--- src/rtl/arfm_pkg.sv ---
// shared constants and types for the auto-ranging reciprocal frequency meter
// no dependencies; used by the top level and the checker
package arfm_pkg;

	localparam int FREQ_W = 27;
	localparam int ADDR_W = 4;
	localparam int DATA_W = 32;

	localparam logic [FREQ_W-1:0] SLOW_CLOCK_RST = 27'd1000000;
	localparam logic [FREQ_W-1:0] FAST_CLOCK_RST = 27'd72000000;
	localparam logic [FREQ_W-1:0] UP_THRESH_RST  = 27'd2000;
	localparam logic [FREQ_W-1:0] DOWN_THRESH_RST = 27'd1500;

	typedef enum logic [1:0] {
		REG_SLOW_CLOCK  = 2'd0,
		REG_FAST_CLOCK  = 2'd1,
		REG_UP_THRESH   = 2'd2,
		REG_DOWN_THRESH = 2'd3
	} reg_idx_t;

	typedef enum logic [1:0] {
		ST_IDLE,
		ST_CALC,
		ST_FINISH
	} state_t;

	typedef struct packed {
		logic in_ready;
		logic finish_fire;
	} ctrl_t;

endpackage

--- src/rtl/autorange_reciprocal_freq_meter.sv ---
// top level: configuration registers, range control sequencer, output register
// depends on arfm_pkg and arfm_divider
//
// One capture count is taken per transaction. A nonzero count goes through a
// shared restoring divider that produces one quotient bit per cycle, for
// DW = max(27, COUNT_WIDTH) + 1 quotient bits. Its result is loaded into the
// output register from the finish state once the divider reports done, and
// the next count can be taken when the sequencer is back in idle. A count of
// zero skips the divider and goes straight to the finish state. A result that
// finds the output register still full waits there until the register is
// read. in_ready stays low while an item is in the divider or waiting for the
// output register; the output register lets a new count be taken while the
// previous result is unread.
// Slow range rounds to nearest (half up) by adding half the count to the
// slow clock before the divide; fast range truncates. A range switch reports
// the held frequency with range_changed set. Registers are written over APB
// at byte addresses 0, 4, 8 and 12 and should only change while the block
// is idle.
module autorange_reciprocal_freq_meter #(
	parameter int COUNT_WIDTH = 16
) (
	input  logic                         clk,
	input  logic                         arst_n,
	input  logic                         in_valid,
	output logic                         in_ready,
	input  logic [COUNT_WIDTH-1:0]       capture_count,
	output logic                         out_valid,
	input  logic                         out_ready,
	output logic [arfm_pkg::FREQ_W-1:0]  frequency,
	output logic                         range_fast,
	output logic                         range_changed,
	input  logic                         psel,
	input  logic                         penable,
	input  logic                         pwrite,
	input  logic [arfm_pkg::ADDR_W-1:0]  paddr,
	input  logic [arfm_pkg::DATA_W-1:0]  pwdata,
	output logic [arfm_pkg::DATA_W-1:0]  prdata,
	output logic                         pready
);

	localparam int FW = arfm_pkg::FREQ_W;
	localparam int DW = ((COUNT_WIDTH > FW) ? COUNT_WIDTH : FW) + 1;

	logic [FW-1:0] slow_clock_q;
	logic [FW-1:0] fast_clock_q;
	logic [FW-1:0] up_thresh_q;
	logic [FW-1:0] down_thresh_q;

	arfm_pkg::state_t state_q, state_d;
	arfm_pkg::ctrl_t  ctrl;
	arfm_pkg::reg_idx_t reg_idx;

	logic          fast_range_q;
	logic [FW-1:0] held_freq_q;
	logic          zero_q;
	logic          out_valid_q;
	logic [FW-1:0] freq_q;
	logic          range_fast_q;
	logic          changed_q;

	logic          in_fire;
	logic          count_zero;
	logic          div_start;
	logic          div_done;
	logic [DW-1:0] dividend;
	logic [DW-1:0] quotient;
	logic [FW-1:0] q_freq;
	logic          out_free;
	logic          wr_en;

	// configuration port
	assign pready  = 1'b1;
	assign wr_en   = psel && penable && pwrite;
	assign reg_idx = arfm_pkg::reg_idx_t'(paddr[3:2]);

	always_ff @(posedge clk or negedge arst_n) begin
		if (!arst_n) begin
			slow_clock_q  <= arfm_pkg::SLOW_CLOCK_RST;
			fast_clock_q  <= arfm_pkg::FAST_CLOCK_RST;
			up_thresh_q   <= arfm_pkg::UP_THRESH_RST;
			down_thresh_q <= arfm_pkg::DOWN_THRESH_RST;
		end else if (wr_en) begin
			unique case (reg_idx)
				arfm_pkg::REG_SLOW_CLOCK:  slow_clock_q  <= pwdata[FW-1:0];
				arfm_pkg::REG_FAST_CLOCK:  fast_clock_q  <= pwdata[FW-1:0];
				arfm_pkg::REG_UP_THRESH:   up_thresh_q   <= pwdata[FW-1:0];
				arfm_pkg::REG_DOWN_THRESH: down_thresh_q <= pwdata[FW-1:0];
				default: ;
			endcase
		end
	end

	always_comb begin
		unique case (reg_idx)
			arfm_pkg::REG_SLOW_CLOCK:  prdata = {{(arfm_pkg::DATA_W-FW){1'b0}}, slow_clock_q};
			arfm_pkg::REG_FAST_CLOCK:  prdata = {{(arfm_pkg::DATA_W-FW){1'b0}}, fast_clock_q};
			arfm_pkg::REG_UP_THRESH:   prdata = {{(arfm_pkg::DATA_W-FW){1'b0}}, up_thresh_q};
			arfm_pkg::REG_DOWN_THRESH: prdata = {{(arfm_pkg::DATA_W-FW){1'b0}}, down_thresh_q};
			default:                   prdata = '0;
		endcase
	end

	// divider feed, started straight from the accepted transaction
	assign in_fire    = in_valid && ctrl.in_ready;
	assign count_zero = (capture_count == '0);
	assign div_start  = in_fire && !count_zero;

	always_comb begin
		if (fast_range_q) begin
			dividend = DW'(fast_clock_q);
		end else begin
			dividend = DW'(slow_clock_q) + DW'(capture_count[COUNT_WIDTH-1:1]);
		end
	end

	arfm_divider #(
		.DIVIDEND_W (DW),
		.DIVISOR_W  (COUNT_WIDTH)
	) u_div (
		.clk      (clk),
		.arst_n   (arst_n),
		.start    (div_start),
		.dividend (dividend),
		.divisor  (capture_count),
		.done     (div_done),
		.quotient (quotient)
	);

	assign q_freq   = quotient[FW-1:0];
	assign out_free = !out_valid_q || out_ready;

	// sequencer
	always_ff @(posedge clk or negedge arst_n) begin
		if (!arst_n) begin
			state_q <= arfm_pkg::ST_IDLE;
		end else begin
			state_q <= state_d;
		end
	end

	always_comb begin
		state_d = state_q;
		unique case (state_q)
			arfm_pkg::ST_IDLE: begin
				if (in_valid) begin
					state_d = count_zero ? arfm_pkg::ST_FINISH : arfm_pkg::ST_CALC;
				end
			end
			arfm_pkg::ST_CALC: begin
				if (div_done) begin
					state_d = arfm_pkg::ST_FINISH;
				end
			end
			arfm_pkg::ST_FINISH: begin
				if (out_free) begin
					state_d = arfm_pkg::ST_IDLE;
				end
			end
			default: state_d = arfm_pkg::ST_IDLE;
		endcase
	end

	always_comb begin
		ctrl = '0;
		unique case (state_q)
			arfm_pkg::ST_IDLE:   ctrl.in_ready = 1'b1;
			arfm_pkg::ST_CALC:   ;
			arfm_pkg::ST_FINISH: ctrl.finish_fire = out_free;
			default: ;
		endcase
	end

	always_ff @(posedge clk) begin
		if (in_fire) begin
			zero_q <= count_zero;
		end
	end

	// range decision and result register
	always_ff @(posedge clk or negedge arst_n) begin
		if (!arst_n) begin
			fast_range_q <= 1'b0;
			held_freq_q  <= '0;
			out_valid_q  <= 1'b0;
			freq_q       <= '0;
			range_fast_q <= 1'b0;
			changed_q    <= 1'b0;
		end else begin
			if (ctrl.finish_fire) begin
				out_valid_q <= 1'b1;
				if (zero_q) begin
					freq_q       <= held_freq_q;
					range_fast_q <= fast_range_q;
					changed_q    <= 1'b0;
				end else if (!fast_range_q) begin
					if (q_freq > up_thresh_q) begin
						fast_range_q <= 1'b1;
						freq_q       <= held_freq_q;
						range_fast_q <= 1'b1;
						changed_q    <= 1'b1;
					end else begin
						held_freq_q  <= q_freq;
						freq_q       <= q_freq;
						range_fast_q <= 1'b0;
						changed_q    <= 1'b0;
					end
				end else begin
					if (q_freq < down_thresh_q) begin
						fast_range_q <= 1'b0;
						freq_q       <= held_freq_q;
						range_fast_q <= 1'b0;
						changed_q    <= 1'b1;
					end else begin
						held_freq_q  <= q_freq;
						freq_q       <= q_freq;
						range_fast_q <= 1'b1;
						changed_q    <= 1'b0;
					end
				end
			end else if (out_valid_q && out_ready) begin
				out_valid_q <= 1'b0;
			end
		end
	end

	assign in_ready      = ctrl.in_ready;
	assign out_valid     = out_valid_q;
	assign frequency     = freq_q;
	assign range_fast    = range_fast_q;
	assign range_changed = changed_q;

endmodule

--- src/rtl/arfm_divider.sv ---
// radix-2 restoring divider, one quotient bit per cycle
// depends on nothing but its parameters; used by the top level
module arfm_divider #(
	parameter int DIVIDEND_W = 28,
	parameter int DIVISOR_W  = 16
) (
	input  logic                  clk,
	input  logic                  arst_n,
	input  logic                  start,
	input  logic [DIVIDEND_W-1:0] dividend,
	input  logic [DIVISOR_W-1:0]  divisor,
	output logic                  done,
	output logic [DIVIDEND_W-1:0] quotient
);

	localparam int STEP_W = $clog2(DIVIDEND_W + 1);

	logic [DIVIDEND_W-1:0] acc_q;
	logic [DIVISOR_W-1:0]  rem_q;
	logic [DIVISOR_W-1:0]  divisor_q;
	logic [STEP_W-1:0]     step_q;
	logic                  busy_q;
	logic                  done_q;

	logic [DIVISOR_W:0]   shifted;
	logic [DIVISOR_W+1:0] diff;
	logic                 borrow;

	// bring down the next dividend bit and try a subtract
	assign shifted = {rem_q, acc_q[DIVIDEND_W-1]};
	assign diff    = {1'b0, shifted} - {2'b00, divisor_q};
	assign borrow  = diff[DIVISOR_W+1];

	always_ff @(posedge clk or negedge arst_n) begin
		if (!arst_n) begin
			busy_q <= 1'b0;
			done_q <= 1'b0;
			step_q <= '0;
		end else begin
			done_q <= 1'b0;
			if (start) begin
				busy_q <= 1'b1;
				step_q <= STEP_W'(DIVIDEND_W);
			end else if (busy_q) begin
				step_q <= step_q - 1'b1;
				if (step_q == STEP_W'(1)) begin
					busy_q <= 1'b0;
					done_q <= 1'b1;
				end
			end
		end
	end

	always_ff @(posedge clk) begin
		if (start) begin
			acc_q     <= dividend;
			rem_q     <= '0;
			divisor_q <= divisor;
		end else if (busy_q) begin
			acc_q <= {acc_q[DIVIDEND_W-2:0], ~borrow};
			rem_q <= borrow ? shifted[DIVISOR_W-1:0] : diff[DIVISOR_W-1:0];
		end
	end

	assign done     = done_q;
	assign quotient = acc_q;

endmodule

--- config.mk ---
export PLATFORM = sky130hd
export DESIGN_NAME = autorange_reciprocal_freq_meter
export DESIGN_NICKNAME = d
export VERILOG_FILES = /design/src/rtl/arfm_pkg.sv /design/src/rtl/autorange_reciprocal_freq_meter.sv /design/src/rtl/arfm_divider.sv
export SDC_FILE = /design/constraint.sdc
export NUM_CORES = 1
export LEC_CHECK = 0
export BUFFER_PORTS_ARGS = -buffer_cell sky130_fd_sc_hd__buf_2
export CORE_ASPECT_RATIO = 1.1
export CORE_MARGIN = 2
export CORE_UTILIZATION = 60
export DETAILED_ROUTE_END_ITERATION = 16
export PLACE_DENSITY = 0.81
export SYNTH_ARGS = -nofsm -noshare
export SYNTH_HDL_FRONTEND = slang
export SYNTH_SLANG_ARGS = --single-unit
--- constraint.sdc ---
create_clock -name clk -period 4.7 [get_ports clk]
set_clock_uncertainty 0.15 [all_clocks]
set_input_delay 0.235 -clock clk [delete_from_list [all_inputs] [get_ports clk]]
set_output_delay 0.235 -clock clk [all_outputs]
set_load 0.1 [all_outputs]
==> results.py <==
metrics = {
    "clocking": {
        "clk_pin_slew_ps": 60,
        "cts_tree": "built",
        "clock_sink_count": 208,
        "cts_made_buffers": 22,
        "cts_buffer_depth": 3,
        "cts_root_buf": "clkbuf_16",
        "insertion_delay_ps": 510,
        "cts_max_level": 1,
        "post_cts_buffers": 0,
    },
    "grt": {
        "grt_pass1_vias": 9529,
        "grt_max_degree": 107,
        "antenna_found_initial": 1,
        "grt_usage": 0.290,
        "grt_pass1_wl_um": 49300,
        "overflow": 0,
    },
    "logic_synthesis": {
        "synth.area.top_cells": "dfrtp_1 25%, edfxtp_1 11%, ha_1 8.9%",
        "yosysTopAreaCellShare": 0.249,
        "synth.avg_cell_area_um2": 11.0,
        "synth_ff_type": "dfrtp_1",
        "syn_area_um2": 12100,
        "ys_warn_count": 0,
        "yosysUniqueCellTypes": 69,
        "synthArstFlopShare": 0.707,
        "synth-seq-cells": 208,
        "synth_area_leader_cell": "dfrtp_1",
        "syn_inst": 1102,
        "ys_seq_area_frac": 0.446,
        "synth-edff-count": 45,
    },
    "final_layout": {
        "most-common-layout-cells": "120 x dfrtp_1, 108 x buf_2, 92 x inv_1, 88 x nand2_1, 87 x mux2_2",
        "fillers": 1390,
        "layout.nets": 1394,
        "layout-drive-gt1-share": 0.268,
        "final_common_cell": "dfrtp_1",
        "syn2layout_area_growth_pct": 16.5,
        "fin_util": 0.711,
    },
    "floorplanning": {
        "io_pins": 123,
        "row_count": 54,
        "core_area_um2": 19800,
        "die_height_um": 153,
        "die-area_um2": 21300,
        "fp.dieW_um": 139,
        "initial_core_util": 0.610,
    },
    "sta": {
        "finalSetupViolations": 0,
        "hold_viol_final": 0,
        "drv_slew": 0,
        "min_period_over_period": 0.783,
        "setup-tns-final_ps": 0,
        "tightestPinTransition_ps": 1150,
        "relSlewSlack": 0.236,
        "max_freq_ghz": 0.272,
        "rsz0062_at_grt": "no",
        "fin_crit_ps": 3680,
    },
    "power_and_ir_drop": {
        "ir_worst_vdd_mv": 0.446,
        "leakage_nw": 6.50,
        "power_per_cell_area_nw_per_um2": 617,
    },
    "setup_path": {
        "crit_path_end_kind": "register",
        "crit_fanout": 4,
        "required_ps": 4810,
        "start_kind": "input pin",
        "path_class": "input pin to register",
        "cp.arrival_ps": 3790,
    },
    "route": {
        "drtIter0Drc": 679,
        "drcViolationCount": 0,
        "ant_nets": 0,
        "num_vias": 9233,
        "vias_per_cell": 6.09,
        "postRouteWirelength_um": 31100,
        "dr.pass1.iters": 5,
        "wl_per_cell_um": 20.5,
    },
    "flow_run": {
        "cap_violations": 0,
    },
    "place": {
        "dp_hpwl_um": 21100,
        "port_buffers": 109,
        "globalplace.congestion": 0.894,
    },
    "outcome": {
        "status": "complete, no violations",
    },
    "worst_hold_path": {
        "min_path_type": "input pin to register",
    },
}
[per-stage QoR]
stage / setup slack, ps / area, um^2 / hold slack [ps] / total power [mW] / cells
after floorplan: 1050 / 12100 / -211 / 5.84 / 1106
after global placement: 1200 / 12800 / 269 / 6.56 / 1429
after detailed placement: 1190 / 12800 / 282 / 6.70 / 1429
after CTS: 1100 / 14100 / 142 / 8.66 / 1515
after global routing: 783 / 14100 / 184 / 9.20 / 1516
final: 1020 / 14100 / 156 / 8.69 / 1516
[layer usage]
layer,vias to the layer above,wire (um),global-route usage,part of all wire
met5,-,0,0,0
met4,0,1280,0.124,0.041
met3,100,1990,0.0405,0.064
met2,369,15600,0.498,0.50
met1,4503,12200,0.369,0.39
li1,4261,-,-,-
[cells by family (layout without fill, tap and decap cells)]
logic type	Yosys count	in the layout	share of synthesized area
flops	208	208	0.446
mux	151	151	0.170
other cells	2	7	0.000622
buf+inv	144	301	0.0498
compound gates	236	236	0.122
simple gates	242	242	0.0967
fa+ha+maj	88	88	0.0924
xor+xnor	31	31	0.0225
[flip-flops by register name (all words and copies together) (netlist names)]
register and flops:
state_q 2, u_div.divisor_q 16, range_fast 1, u_div.busy_q 1
up_thresh_q 27, out_valid 1, u_div.rem_q 16, fast_clock_q 27
down_thresh_q 27, u_div.quotient 28, u_div.step_q 5, u_div.done 1
frequency 27, zero_q 1, slow_clock_q 27, range_changed 1
[Yosys cell counts, types with 13 or more instances]
cell,n
a21oi_1,75
and3_1,13
clkbuf_1,36
dfrtp_1,120
dfstp_2,27
dfxtp_1,16
edfxtp_1,45
ha_1,86
inv_1,92
mux2_2,87
mux2_4,20
mux2i_1,17
mux4_2,27
nand2_1,89
nand3_1,23
nor2_1,40
nor3_1,22
o21ai_0,83
xnor2_1,23
[critical path, cell delays in order]
cell and delay, ps:
dlygate4sd3_1 530, buf_2 170, ha_1 180, inv_1 60, fa_1 380, nor2b_1 190, o21a_1 180, o211ai_1 170
a2111oi_0 750, nor2_1 220, o31ai_1 400, mux2i_1 230, nand3_1 90
[worst paths after layout]
check,start,end,slack [ps],depth (start not counted)
min,pwrite,up_thresh_q[7],160,5
max,capture_count[1],u_div.quotient[26],1020,13
max reg2reg,slow_clock_q[0],u_div.quotient[26],1040,11
max in group asynchronous,arst_n,down_thresh_q[3],2940,3
min in group asynchronous,arst_n,frequency[11],300,2
min reg2reg,state_q[1],state_q[1],340,1
[where the power goes]
group / total, mW / internal (mW) / switching (mW)
Combinational: 3.82 / 1.44 / 2.38
Sequential: 2.98 / 2.47 / 0.516
Clock: 1.89 / 1.15 / 0.739
Total: 8.69 / 5.05 / 3.64
[layout make-up]
cell class	count	area [um^2]	share of cell area
Clock inverter	11	130	0.00925
Inverter	92	345	0.0245
Antenna cell	1	2.50	0.000178
Sequential cell	208	5380	0.383
Timing Repair Buffer	169	1120	0.0794
Clock buffer	29	658	0.0468
Multi-Input combinational cell	754	6120	0.435
Tap cell	252	315	0.0224
[timing repair]
action / 4_1_cts / 5_1_grt
hold endpoints to repair: 206 / 0
hold buffers: 46 / 0
gates resized for setup: 0 / 0
Note: power is estimated with default switching activity, not from simulation.
